### src/cs_pkg.sv
// Shared types and constants of the cosine similarity block.
// No dependencies; every other file imports this package.
package cs_pkg;

   localparam int ELEM_W = 16;
   localparam int SUM_W  = 48;
   localparam int LIMB_W = 32;
   localparam int PROD_W = 64;
   localparam int WIDE_W = 96;
   localparam int ACC_W  = 128;
   localparam int BIT_W  = 4;
   localparam int CNT_W  = 3;

   localparam logic [ELEM_W-1:0] K_FULL  = 16'h8000;
   localparam logic [ELEM_W-1:0] SIM_MAX = 16'h7FFF;
   localparam logic [BIT_W-1:0]  BIT_TOP = 4'd15;

   localparam logic [CNT_W-1:0] N_NORM = 3'd4;
   localparam logic [CNT_W-1:0] N_MAG  = 3'd4;
   localparam logic [CNT_W-1:0] N_SQR  = 3'd1;
   localparam logic [CNT_W-1:0] N_LHS  = 3'd3;

   typedef enum logic [1:0] {
      PH_NORM = 2'd0,
      PH_MAG  = 2'd1,
      PH_SQR  = 2'd2,
      PH_LHS  = 2'd3
   } phase_type;

   typedef struct packed {
      logic             in_fire;
      logic             in_last;
      logic             clr_acc;
      logic             mul_en;
      phase_type        phase;
      logic [1:0]       idx;
      logic             wb;
      logic [BIT_W-1:0] bit_sel;
      logic             load_out;
   } cmd_type;

   typedef struct packed {
      logic skip;
   } status_type;

endpackage

### src/cs_ctrl.sv
// Sequencer of the cosine similarity block: phases, limb steps, bit search.
// Depends on cs_pkg; drives cs_dpath through cmd_type.
module cs_ctrl import cs_pkg::*; (
   input  logic       clock,
   input  logic       reset,
   input  logic       req_valid,
   input  logic       req_last,
   output logic       req_ready,
   output logic       rsp_valid,
   input  logic       rsp_ready,
   output cmd_type    cmd,
   input  status_type status
);

   typedef enum logic [5:0] {
      S_IDLE   = 6'b000001,
      S_NORM   = 6'b000010,
      S_MAG    = 6'b000100,
      S_SQR    = 6'b001000,
      S_LHS    = 6'b010000,
      S_FINISH = 6'b100000
   } state_type;

   state_type        state_ff, state_in;
   logic [CNT_W-1:0] cnt_ff, cnt_in;
   logic [BIT_W-1:0] bit_ff, bit_in;
   logic             rsp_valid_ff, rsp_valid_in;
   logic [CNT_W-1:0] n_ops;
   logic             busy;

   always_comb begin
      case (state_ff)
         S_NORM:  n_ops = N_NORM;
         S_MAG:   n_ops = N_MAG;
         S_SQR:   n_ops = N_SQR;
         S_LHS:   n_ops = N_LHS;
         default: n_ops = '0;
      endcase
   end

   assign busy = (state_ff == S_NORM) || (state_ff == S_MAG) ||
                 (state_ff == S_SQR)  || (state_ff == S_LHS);

   always_comb begin
      cmd          = '0;
      cmd.in_fire  = req_valid && req_ready;
      cmd.in_last  = req_last;
      cmd.idx      = cnt_ff[1:0];
      cmd.bit_sel  = bit_ff;
      cmd.clr_acc  = busy && (cnt_ff == '0);
      cmd.mul_en   = busy && (cnt_ff < n_ops);
      cmd.wb       = busy && (cnt_ff == n_ops + 3'd1);
      case (state_ff)
         S_MAG:   cmd.phase = PH_MAG;
         S_SQR:   cmd.phase = PH_SQR;
         S_LHS:   cmd.phase = PH_LHS;
         default: cmd.phase = PH_NORM;
      endcase
      if (state_ff == S_SQR && status.skip) begin
         cmd.wb = 1'b0;
      end
      cmd.load_out = (state_ff == S_FINISH) && (!rsp_valid_ff || rsp_ready);
   end

   assign req_ready = (state_ff == S_IDLE);
   assign rsp_valid = rsp_valid_ff;

   always_comb begin
      state_in = state_ff;
      cnt_in   = busy ? cnt_ff + 3'd1 : '0;
      bit_in   = bit_ff;
      case (state_ff)
         S_IDLE: begin
            if (req_valid && req_last) begin
               state_in = S_NORM;
            end
         end
         S_NORM: begin
            if (cmd.wb) begin
               state_in = S_MAG;
               cnt_in   = '0;
            end
         end
         S_MAG: begin
            if (cmd.wb) begin
               state_in = S_SQR;
               cnt_in   = '0;
               bit_in   = BIT_TOP;
            end
         end
         S_SQR: begin
            if (status.skip) begin
               cnt_in = '0;
               if (bit_ff == '0) begin
                  state_in = S_FINISH;
               end else begin
                  bit_in = bit_ff - 4'd1;
               end
            end else if (cmd.wb) begin
               state_in = S_LHS;
               cnt_in   = '0;
            end
         end
         S_LHS: begin
            if (cmd.wb) begin
               cnt_in = '0;
               if (bit_ff == '0) begin
                  state_in = S_FINISH;
               end else begin
                  bit_in   = bit_ff - 4'd1;
                  state_in = S_SQR;
               end
            end
         end
         S_FINISH: begin
            if (cmd.load_out) begin
               state_in = S_IDLE;
            end
         end
         default: state_in = S_IDLE;
      endcase
   end

   always_comb begin
      if (cmd.load_out) begin
         rsp_valid_in = 1'b1;
      end else if (rsp_ready) begin
         rsp_valid_in = 1'b0;
      end else begin
         rsp_valid_in = rsp_valid_ff;
      end
   end

   always_ff @(posedge clock) begin
      if (reset) begin
         state_ff     <= S_IDLE;
         cnt_ff       <= '0;
         bit_ff       <= '0;
         rsp_valid_ff <= 1'b0;
      end else begin
         state_ff     <= state_in;
         cnt_ff       <= cnt_in;
         bit_ff       <= bit_in;
         rsp_valid_ff <= rsp_valid_in;
      end
   end

`ifndef ASSERT_OFF
   a_last_starts: assert property (@(posedge clock) disable iff (reset)
      (req_valid && req_ready && req_last) |=> (state_ff == S_NORM))
      else $error("last pair transfer did not start the norm phase");
   a_load_free: assert property (@(posedge clock) disable iff (reset)
      cmd.load_out |-> (!rsp_valid_ff || rsp_ready))
      else $error("result loaded over an untaken result");
   a_cnt_range: assert property (@(posedge clock) disable iff (reset)
      busy |-> (cnt_ff <= n_ops + 3'd1))
      else $error("step counter ran past its phase");
`endif

endmodule

### config.mk
export PLATFORM = sky130hd
export DESIGN_NAME = cs_ctrl
export DESIGN_NICKNAME = d
export VERILOG_FILES = /design/src/cs_pkg.sv /design/src/cs_ctrl.sv
export SDC_FILE = /design/constraint.sdc
export NUM_CORES = 1
export LEC_CHECK = 0
export BUFFER_PORTS_ARGS = -buffer_cell sky130_fd_sc_hd__buf_2
export CAP_MARGIN = 10
export CORE_ASPECT_RATIO = 1.25
export CORE_MARGIN = 10
export CORE_UTILIZATION = 48
export DETAILED_ROUTE_END_ITERATION = 8
export PLACE_DENSITY = 0.83
export SYNTH_ARGS = -nofsm -noshare
export SYNTH_HDL_FRONTEND = slang
export SYNTH_SLANG_ARGS = --single-unit
### constraint.sdc
create_clock -name clock -period 2.7 [get_ports clock]
set_input_delay 0.54 -clock clock [delete_from_list [all_inputs] [get_ports clock]]
set_output_delay 0.54 -clock clock [all_outputs]
set_load 0.02 [all_outputs]
### Word-level counts from Yosys, hierarchy flattened

Index checks and enable logic that the tools add are counted.

* logic and storage cells: 67
* register bits: 14
* output and inout bits: 16

* order comparisons: 1
* reductions and logical operators: 20
* add/subtract/negate cells: 3
* mux-type cells: 24
* equality and inequality tests: 15

Operators with widths (count)
* $mux 6: 9
* $pmux 6 s6: 1
* $mux 4: 4
* $pmux 4 s3: 1
* $ne 2x2->1 const B: 5
* $mux 3: 3
* $pmux 3 s3: 1
* $logic_and 1x1->1: 7
* $reduce_and 7->1: 1
* $add 3x1->3 const B: 2
* $eq 6x1->1 const B: 1
* $eq 6x2->1 const B: 1
* $eq 6x3->1 const B: 1
* $eq 6x4->1 const B: 1
* $eq 6x5->1 const B: 1
* $eq 6x6->1 const B: 1
* $pmux 2 s3: 1
* $pmux 3 s2: 1
* $logic_not 4->1: 1
* $logic_or 1x1->1: 4
* $reduce_and 4->1: 1
* $sub 4x1->4 const B: 1
* $eq 3x3->1: 1
* $logic_not 3->1: 1
* 10 further kinds: 12

### Logic depth before layout (Yosys ltp)

Gate-level depths: netlist of run 1.

* depth after elaboration: 10
* mapped depth: 10

### Worst setup path before layout of run 1

No wires, ideal clock.

* path type: register to output
* from: register state_ff[5]
* to: output cmd[5] (netlist bit)
* cell stages (with the launch flop): 7
* slack: -0.212 ns
* data arrival time: 2.372 ns
* path through: dfxtp_1 -> or4_1 -> nor2_1 -> ha_1 -> xor2_1 -> a311oi_1 -> nor2b_1

RTL lines
* from (decl): RTL line cs_ctrl.sv:24 `state_type state_ff, state_in;`
* from (signal assigned): RTL line cs_ctrl.sv:141 `state_ff <= state_in;`
* to (decl): RTL line cs_ctrl.sv:11 `output cmd_type cmd,`

==> metrics.csv, run 1 <==
stage;metric;value;unit
outcome;status;finished with violations;
outcome;failing checks;setup timing;
die;die width;61.1;µm
critical_path;CP required;2160;ps
clock_tree;TritonCTS clock tree;built;
die;Die ar.;4360;µm²
hold_path;Hold Path Class;reg -> reg;
critical_path;crit path kind;reg -> out;
power_and_ir_drop;power density over cell area;547;nW/µm²
flow_run;max_cap viols;0;
routing;WL per Instance;17.7;µm
cells_and_area;commonest cells after routing, fill and taps aside;buf_2 (18), buf_4 (16), nor2_1 (12), dfxtp_1 (9), nor3_1 (7);
clock_tree;clk buf depth;2;
grt;GRT busiest layer;met2;
critical_path;CP max stage delay;560;ps
power_and_ir_drop;overall power;0.000791;W
sta;fmax;356;MHz
die;initial core utilization;50.6;%
grt;met3 Use GR;2.82;%
critical_path;maximum fanout along the worst path;4;
grt;antenna violations before repair;0;
sta;Worst Max-Slew Pin Slew;618;ps
sta;Final Hold Fails;0;
place;GP Congestion;0.835;
synthesis;synthesized area;1010;µm²
clock_tree;Sink Count;14;
grt;routing usage on met2;23.9;%
grt;number of global-route vias before repair;1086;
cells_and_area;n_diodes;0;
routing;vias per cell;6.18;
die;IO Count;22;
grt;largest net degree at the start of global routing;15;
routing;vias;1100;
sta;max_slew headroom;58.5;%
synthesis;post-synth cell types;42;
critical_path;master of the slowest instance on the critical path;or4_4;
synthesis;Yosys warning count;0;
cells_and_area;most common cell after layout, fill and taps aside;buf_2;
cells_and_area;Nets;172;
grt;grt ovf;0;
clock_tree;Root Driver;clkbuf_4;
cells_and_area;fin cells;178;
routing;DR pass1 iterations;4;
critical_path;startpoint types;register;
sta;Final Critical Period;2810;ps
clock_tree;hold buffers post-CTS;0;
synthesis;flops & latches, synth;14;
clock_tree;CTS clock-pin slew for the worst setup and hold paths;110;ps
critical_path;critical path arrival;2270;ps
routing;Post-Route WL;3150;µm
critical_path;Setup crit end kind;output port;
die;std cell rows;18;
routing;Iter 0 DRT Violations;34;
cells_and_area;Synth-to-Final Area Change;42.7;%
place;DP HPWL;2000;µm
grt;GRT Total Usage;14.0;%
die;core area;2000;µm²
sta;final setup fails;1;
synthesis;Mapped Cells;121;
clock_tree;clk_lat worst skew;300;ps
place;port bufs;21;
sta;worst clock skew;19.2;ps
sta;setup repair after global routing missed its margin;true;
synthesis;sequential area share after synthesis;27.7;%
synthesis;Avg Inst Size Synth;8.38;µm²
routing;Residual DRC;0;
die;Vert. Die Dim;71.4;µm
grt;first-pass GRT wire length;4850;µm
sta;Final Slew Violations;0;
power_and_ir_drop;VDD IR max;389;µV
sta;worst setup margin;-106;ps
grt;met1 GRT Util;15.5;%
routing;DRT antenna net count;0;
synthesis;syn_nets;134;
place;placed cell count;163;
cells_and_area;layout cell share with drive strength beyond 1;46.2;%
sta;fin crit share;104;%
power_and_ir_drop;Pleak;0.636;nW
clock_tree;H-tree depth;1;
clock_tree;Num CTS Buffers;3;
critical_path;crit path cell chain;or4_4, nor2_4, ha_4, xnor2_2, nor3_2, a21oi_2, nor2b_4, buf_6;
-- through the flow --
stage / hold WS (ps) / worst slack, ps / TNS [ps] / utilization, % / cell area (µm²)
2_1_floorplan: 451 / 36.8 / 0 / - / 1030
3_3_place_gp: 465 / 44.3 / 0 / 58.2 / 1170
6_report: 490 / -106 / -106 / 72.2 / 1450
5_1_grt: 524 / -209 / -380 / 72.2 / 1450
3_5_place_dp: 477 / 0.876 / 0 / 58.2 / 1170
4_1_cts: 493 / -57.4 / -67.7 / 68.8 / 1380
-- Yosys cell counts --
cell type   n  area [µm²]
or3b_2      1        8.76
o21ai_1     2        10.0
or4_4       1        11.3
o211ai_1    1        7.51
o21ai_2     1        8.76
mux2i_1     2        20.0
xor2_1      1        8.76
and2_1      2        12.5
ha_1        7        87.6
a311oi_1    2        17.5
and4_1      1        8.76
nand2b_1    2        12.5
nand3_2     1        10.0
a21oi_2     1        8.76
dfxtp_1    14         280
nor4_2      2        25.0
inv_1       7        26.3
nor4b_1     1        8.76
nand4b_1    2        17.5
nand3b_1    4        30.0
or2_1       2        12.5
a211o_1     3        26.3
a21o_1      1        7.51
nor3_2      1        10.0
buf_6       1        11.3
a21oi_1     6        30.0
nor2_1     13        48.8
o21a_1      2        15.0
nand3_1     1        5.00
nand2_1     2        7.51
xnor2_1     4        35.0
clkbuf_1    1        3.75
a31oi_1     2        12.5
nor3b_1     3        22.5
nand2_2     1        6.26
nand4_1     2        12.5
buf_4       4        30.0
nor2b_1     5        31.3
o21ai_0     2        10.0
a211oi_1    1        7.51
nor3_1      8        40.0
or4_1       1        7.51
-- report_power, final --
group | leakage [nW] | switching (W) | total, W | internal (W)
Sequential | 0.115 | 0.0000216 | 0.000246 | 0.000224
Clock | 0.0210 | 0.0000790 | 0.000161 | 0.0000822
Combinational | 0.499 | 0.000200 | 0.000384 | 0.000184
Total | 0.636 | 0.000300 | 0.000791 | 0.000490
-- worst max-delay path, delay by kind of cell (launching register included) --
| kind | cells | cell delay [ps] |
|---|---|---|
| AO/OA/AOI/OAI | 1 | 80 |
| XOR/XNOR | 1 | 130 |
| adder cells (fa/ha/maj) | 1 | 160 |
| buffers and inverters | 1 | 120 |
| flip-flops | 1 | 330 |
| AND/OR/NAND/NOR | 4 | 1160 |
-- final timing paths --
path / startpoint / endpoint / slack (ps) / depth (start not counted)
min: rsp_valid$_SDFFE_PP0P_ / rsp_valid$_SDFFE_PP0P_ / 490 / 2
max reg2reg: state_ff[0]$_SDFFE_PP1P_ / state_ff[4]$_SDFFE_PP0P_ / 80 / 11
min reg2reg: rsp_valid$_SDFFE_PP0P_ / rsp_valid$_SDFFE_PP0P_ / 490 / 2
max: state_ff[0]$_SDFFE_PP1P_ / cmd[5] / -110 / 8
-- state kept, by name, summed over array words and instances, names as in the netlist --
signal	count
bit_ff	4
cnt_ff	3
rsp_valid	1
state_ff	6
-- metal layers --
layer	part of all wire, %	vias to the layer above
li1	-	512
met1	41	533
met2	49	46
met3	7.1	9
met4	2.6	0
met5	0	-
-- cell families after synthesis --
logic type | Yosys count | synth area share, %
simple gates | 56 | 34.4
compound gates | 24 | 15.9
flops | 14 | 27.7
buf+inv | 13 | 7.04
fa+ha+maj | 7 | 8.64
xor+xnor | 5 | 4.32
mux | 2 | 1.98
-- final cells by class --
class	count	area [µm²]
Clock buffer	4	36.3
Sequential cell	14	289
Timing Repair Buffer	39	267
Fill cell	152	558
Tap cell	20	25.0
Inverter	7	26.3
Multi-Input combinational cell	94	803
-- timing repair --
action,in CTS,in global routing
buffers inserted,9,4
endpoints found under the setup margin,3,13
pin swaps,9,9
gates resized for setup,23,11
endpoints found under the hold margin,0,0
Power figures use the tool's default switching activity.
==> inputs of run 2 (changes only) <==
BUFFER_PORTS_ARGS = default   (was -buffer_cell sky130_fd_sc_hd__buf_2)
CELL_PAD_IN_SITES_DETAIL_PLACEMENT = 1   (was default)
CELL_PAD_IN_SITES_GLOBAL_PLACEMENT = 1   (was default)
CORE_UTILIZATION = 41   (was 48)
DONT_BUFFER_PORTS = 1   (was default)
PLACE_DENSITY = 0.82   (was 0.83)
==> run 2 against run 1 <==
Effect of this change: the run still ends with setup timing left; global-route usage is 0.19 points lower; sequential power is 2% higher; die area is 12% higher; non-clock buffer count is 26 lower; power is 5.6% lower; critical path depth is 1 lower; critical path type unchanged; largest power group unchanged; highest routed layer unchanged.
==> metrics.csv, run 2 (synthesis results as in run 1) <==
stage;metric;value;unit
critical_path;Reg2Reg Setup Slack;90;ps
clock_tree;Root Driver;clkbuf_4;
critical_path;startpoint types;register;
cells_and_area;layout cell share with drive strength beyond 1;30.3;%
sta;Worst Max-Slew Pin Slew;671;ps
die;IO Count;22;
die;initial core utilization;42.2;%
sta;setup repair after global routing missed its margin;true;
hold_path;WHS Path Cells;1;
die;Die ar.;4870;µm²
critical_path;Setup crit end kind;output port;
grt;antenna violations before repair;0;
clock_tree;Num CTS Buffers;3;
critical_path;master of the slowest instance on the critical path;or4_4;
routing;Residual DRC;0;
sta;final hold slack;306;ps
cells_and_area;Synth-to-Final Area Change;23.1;%
clock_tree;H-tree depth;1;
sta;Final Hold Fails;0;
critical_path;CP max stage delay;520;ps
routing;WL per Instance;20.0;µm
critical_path;crit path cell chain;buf_4, or4_4, or2_4, ha_1, o21a_1, nor3_2, buf_4;
power_and_ir_drop;sw frac;39.8;%
routing;Post-Route WL;3300;µm
routing;Iter 0 DRT Violations;6;
critical_path;Most Frequent Cell on Critical Path;buf_4;
grt;largest net degree at the start of global routing;15;
sta;max_slew headroom;54.9;%
grt;GRT Total Usage;13.8;%
clock_tree;clk buf depth;2;
sta;worst setup margin;-116;ps
sta;setup tns final;-206;ps
power_and_ir_drop;clock share of power;21.5;%
place;pre-CTS WS;-11.9;ps
power_and_ir_drop;part of the power in registers;33.5;%
cells_and_area;most common cell after layout, fill and taps aside;dfxtp_1;
routing;DR pass1 iterations;4;
routing;vias per cell;5.78;
grt;grt ovf;0;
routing;vias;954;
routing;DRT antenna net count;0;
sta;Final Critical Period;2820;ps
cells_and_area;Largest register FFs;6;
hold_path;Hold Path Origin;reset;
sta;Final Slew Violations;0;
power_and_ir_drop;power density over cell area;598;nW/µm²
place;DP HPWL;2300;µm
power_and_ir_drop;VDD IR max;276;µV
clock_tree;TritonCTS clock tree;built;
critical_path;critical path arrival;2280;ps
die;die width;64.5;µm
cells_and_area;Nets;146;
power_and_ir_drop;Pleak;0.471;nW
power_and_ir_drop;Switch Pwr;0.000297;W
place;GP Congestion;0.834;
critical_path;kind of cell adding the most delay to the critical path;simple AND/OR/NAND/NOR gates;
flow_run;max_cap viols;0;
power_and_ir_drop;combinational share of power;45.0;%
sta;final setup fails;2;
grt;number of global-route vias before repair;1124;
sta;fin crit share;104;%
outcome;failing checks;setup timing;
cells_and_area;Largest regs;state_ff x6, bit_ff x4, cnt_ff x3;
place;port bufs;0;
grt;first-pass GRT wire length;5330;µm
hold_path;Hold Path Class;in -> reg;
cells_and_area;n_diodes;0;
clock_tree;clk_lat worst skew;290;ps
sta;worst clock skew;12.8;ps
power_and_ir_drop;Internal;0.000449;W
die;core area;2400;µm²
critical_path;maximum fanout along the worst path;4;
critical_path;worst path bufs/invs;2;
critical_path;R2R Path Start;state_ff[0]$_SDFFE_PP1P_;
cells_and_area;Top reg by flops;state_ff;
place;Post-DP Area;1090;µm²
hold_path;Min-Delay Endpoint;bit_ff[1]$_SDFFE_PP0P_;
cells_and_area;Final Instance Area;1250;µm²
outcome;status;finished with violations;
sta;fmax;355;MHz
critical_path;crit path kind;reg -> out;
clock_tree;CTS clock-pin slew for the worst setup and hold paths;100;ps
clock_tree;Sink Count;14;
critical_path;Crit Reg-Reg Endpoint;state_ff[0]$_SDFFE_PP1P_;
cells_and_area;commonest cells after routing, fill and taps aside;dfxtp_1 (13), nor2_1 (12), buf_4 (12), inv_1 (7), nor3_1 (7);
die;std cell rows;20;
critical_path;R2R cell count;10;
die;Vert. Die Dim;75.6;µm
critical_path;CP required;2160;ps
## run 2: metal layers
layer | part of all wire (%) | global-route usage [%]
met2 | 53 | 26.0
met5 | 0 | 0
met4 | 2.8 | 7.38
met3 | 6.3 | 4.26
met1 | 38 | 13.3
## run 2: layout make-up
| type | count | area, µm² |
|---|---|---|
| inverter | 7 | 26.3 |
| clock buffer | 4 | 36.3 |
| multi-input combinational | 94 | 761 |
| sequential | 14 | 282 |
| timing repair buffer | 13 | 101 |
| fill | 297 | 1150 |
| tap | 33 | 41.3 |
## run 2: worst max path at each step
stage                                   startpoint                     end  slack, ps  depth (start not counted)
after global routing      state_ff[0]$_SDFFE_PP1P_                 cmd[10]       -200                          7
after global placement    state_ff[0]$_SDFFE_PP1P_  bit_ff[0]$_SDFFE_PP0P_        100                          9
after CTS                 state_ff[0]$_SDFFE_PP1P_                 cmd[10]        -80                          7
after floorplan           state_ff[5]$_SDFFE_PP0P_                  cmd[5]         40                          6
after detailed placement  state_ff[0]$_SDFFE_PP1P_  bit_ff[0]$_SDFFE_PP0P_        -10                          9
final                     state_ff[0]$_SDFFE_PP1P_                 cmd[10]       -120                          7
## run 2: repair_timing
| item | CTS | global route |
|---|---|---|
| hold buffers | 0 | 0 |
| endpoints found under the hold margin | 0 | 0 |
| buffers inserted | 4 | 1 |
| pin swaps | 6 | 2 |
| resized for setup | 8 | 7 |
| endpoints found under the setup margin | 6 | 12 |
## run 2: stage by stage
stage | utilization [%] | instances | power (W)
6_report | 51.9 | 165 | 0.000746
5_1_grt | 51.9 | 165 | 0.000785
4_1_cts | 50.0 | 164 | 0.000715
3_5_place_dp | 45.2 | 156 | 0.000525
3_3_place_gp | 45.2 | 156 | 0.000511
2_1_floorplan | - | 121 | 0.000453
## run 2: power groups by stage
stage | Sequential, W | Combinational (W) | Clock [W]
after CTS | 0.000244 | 0.000311 | 0.000160
after global placement | 0.000243 | 0.000268 | 0
after floorplan | 0.000249 | 0.000203 | 0
final | 0.000250 | 0.000336 | 0.000160
after global routing | 0.000251 | 0.000356 | 0.000177
after detailed placement | 0.000246 | 0.000280 | 0
## run 2: worst reg2reg max path, stage by stage, from the launching register on
cell	delay, ps
dfxtp_2	360
or4_4	570
nor2_4	150
ha_4	220
xor2_2	170
a311oi_2	70
buf_4	190
o21ai_2	100
nand2_2	120
and4_1	220
a211o_1	320
==> inputs of run 3 (changes only) <==
CORE_MARGIN = 5   (was 10)
==> run 3 against run 2 <==
Effect of this change: sequential share of layout area shrank 0.58 points; die area fell by 27%; non-clock buffer count up 2; final area up 4.0%; critical path depth is 1 lower; the flow still finishes with violations (setup timing); largest cell class unchanged.
==> metrics.csv, run 3 (synthesis results as in run 1) <==
stage;metric;value;unit
outcome;status;finished with violations;
outcome;failing checks;setup timing;
routing;DR pass1 iterations;4;
critical_path;Crit Reg-Reg Endpoint;state_ff[4]$_SDFFE_PP0P_;
place;GP Congestion;0.775;
clock_tree;Root Driver;clkbuf_4;
cells_and_area;Largest regs;state_ff x6, bit_ff x4, cnt_ff x3;
sta;max_slew headroom;56.8;%
hold_path;Hold Path Class;in -> reg;
sta;fin crit share;106;%
power_and_ir_drop;power density over cell area;594;nW/µm²
sta;Final Hold Fails;0;
routing;vias per cell;6.00;
die;Vert. Die Dim;65.6;µm
routing;Post-Route WL;3660;µm
sta;Worst Max-Slew Pin Slew;642;ps
cells_and_area;Top reg by flops;state_ff;
clock_tree;TritonCTS clock tree;built;
critical_path;worst path bufs/invs;0;
routing;WL per Instance;21.9;µm
sta;final setup fails;2;
cells_and_area;commonest cells after routing, fill and taps aside;buf_4 (14), nor2_1 (12), dfxtp_1 (10), inv_1 (7);
flow_run;max_cap viols;0;
clock_tree;clk buf depth;2;
cells_and_area;Synth-to-Final Area Change;28.0;%
place;pre-CTS WS;7.34;ps
die;initial core utilization;42.2;%
sta;setup repair after global routing missed its margin;true;
die;IO Count;22;
clock_tree;CTS clock-pin slew for the worst setup and hold paths;90;ps
die;std cell rows;20;
critical_path;Critical Path Source;state_ff[0]$_SDFFE_PP1P_;
power_and_ir_drop;overall power;0.000771;W
cells_and_area;most common cell after layout, fill and taps aside;buf_4;
critical_path;Reg2Reg Setup Slack;70;ps
die;Die ar.;3570;µm²
cells_and_area;layout cell share with drive strength beyond 1;35.1;%
grt;GRT Total Usage;22.5;%
routing;Residual DRC;0;
sta;worst clock skew;4.48;ps
critical_path;master of the slowest instance on the critical path;or4_4;
grt;first-pass GRT wire length;5600;µm
critical_path;CP max stage delay;560;ps
place;DP HPWL;2350;µm
critical_path;maximum fanout along the worst path;3;
clock_tree;H-tree depth;1;
routing;Iter 0 DRT Violations;27;
power_and_ir_drop;Pleak;0.513;nW
sta;final hold slack;297;ps
sta;fmax;349;MHz
die;die width;54.5;µm
critical_path;crit path kind;reg -> out;
critical_path;startpoint types;register;
grt;grt ovf;0;
sta;worst setup margin;-166;ps
critical_path;CP endpoint;cmd[5];
cells_and_area;Largest register FFs;6;
power_and_ir_drop;VDD IR max;323;µV
sta;Final Critical Period;2870;ps
critical_path;R2R cell count;10;
clock_tree;clk_lat worst skew;300;ps
die;core area;2400;µm²
critical_path;Setup crit end kind;output port;
critical_path;critical path arrival;2330;ps
critical_path;Levels on crit path;6;
place;port bufs;0;
sta;setup tns final;-318;ps
critical_path;kind of cell adding the most delay to the critical path;simple AND/OR/NAND/NOR gates;
sta;Final Slew Violations;0;
cells_and_area;final core occ;54.0;%
routing;DRT antenna net count;0;
clock_tree;Num CTS Buffers;3;
routing;vias;1002;
critical_path;R2R Path Start;state_ff[0]$_SDFFE_PP1P_;
cells_and_area;n_diodes;0;
grt;number of global-route vias before repair;1174;
grt;largest net degree at the start of global routing;15;
cells_and_area;Nets;148;
critical_path;crit path cell chain;or4_4, nor2_4, ha_4, xor2_2, a311oi_2, nor2b_4;
critical_path;CP required;2160;ps
clock_tree;Sink Count;14;
grt;antenna violations before repair;0;
## run 3: report_power, final
group,internal (W),switching (W),leakage (nW)
Combinational,0.000152,0.000205,0.378
Clock,0.0000823,0.0000820,0.0210
Sequential,0.000225,0.0000254,0.114
Total,0.000459,0.000312,0.513
## run 3: what timing repair did
action	CTS	global route
setup endpoints to repair	7	12
resized for setup	11	11
buffers inserted	5	2
hold buffers	0	0
pin swaps	6	5
## run 3: worst min path at each step
stage / cells after the start / end / startpoint
floorplan: 1 / cnt_ff[0]$_SDFF_PP0_ / cnt_ff[0]$_SDFF_PP0_
global placement: 2 / rsp_valid$_SDFFE_PP0P_ / rsp_valid$_SDFFE_PP0P_
detailed placement: 2 / rsp_valid$_SDFFE_PP0P_ / rsp_valid$_SDFFE_PP0P_
CTS: 1 / state_ff[5]$_SDFFE_PP0P_ / reset
global route: 1 / state_ff[4]$_SDFFE_PP0P_ / reset
finish: 1 / state_ff[4]$_SDFFE_PP0P_ / reset
## run 3: layout make-up
class / count / area (µm²)
Clock buffer: 4 / 36.3
Fill cell: 301 / 1100
Inverter: 7 / 26.3
Multi-Input combinational cell: 94 / 792
Sequential cell: 14 / 285
Tap cell: 33 / 41.3
Timing Repair Buffer: 15 / 116
## run 3: through the flow
stage               cell area, µm²  instances
floorplan                     1030        121
global placement              1090        156
detailed placement            1090        156
CTS                           1230        165
global route                  1300        167
finish                        1300        167
## run 3: layer usage
layer	routed length, µm	global-route usage (%)
met5	0	0
met4	162	15.9
met3	152	4.99
met2	2000	41.3
met1	1350	20.5
## run 3: worst reg2reg max path, stage by stage, from the launching register on
cell,delay (ps)
dfxtp_2,360
or4_4,560
nor2_4,140
ha_4,220
xor2_2,150
a311oi_2,310
buf_4,190
o21ai_2,90
a21oi_4,240
mux2i_1,220
nor2_1,50
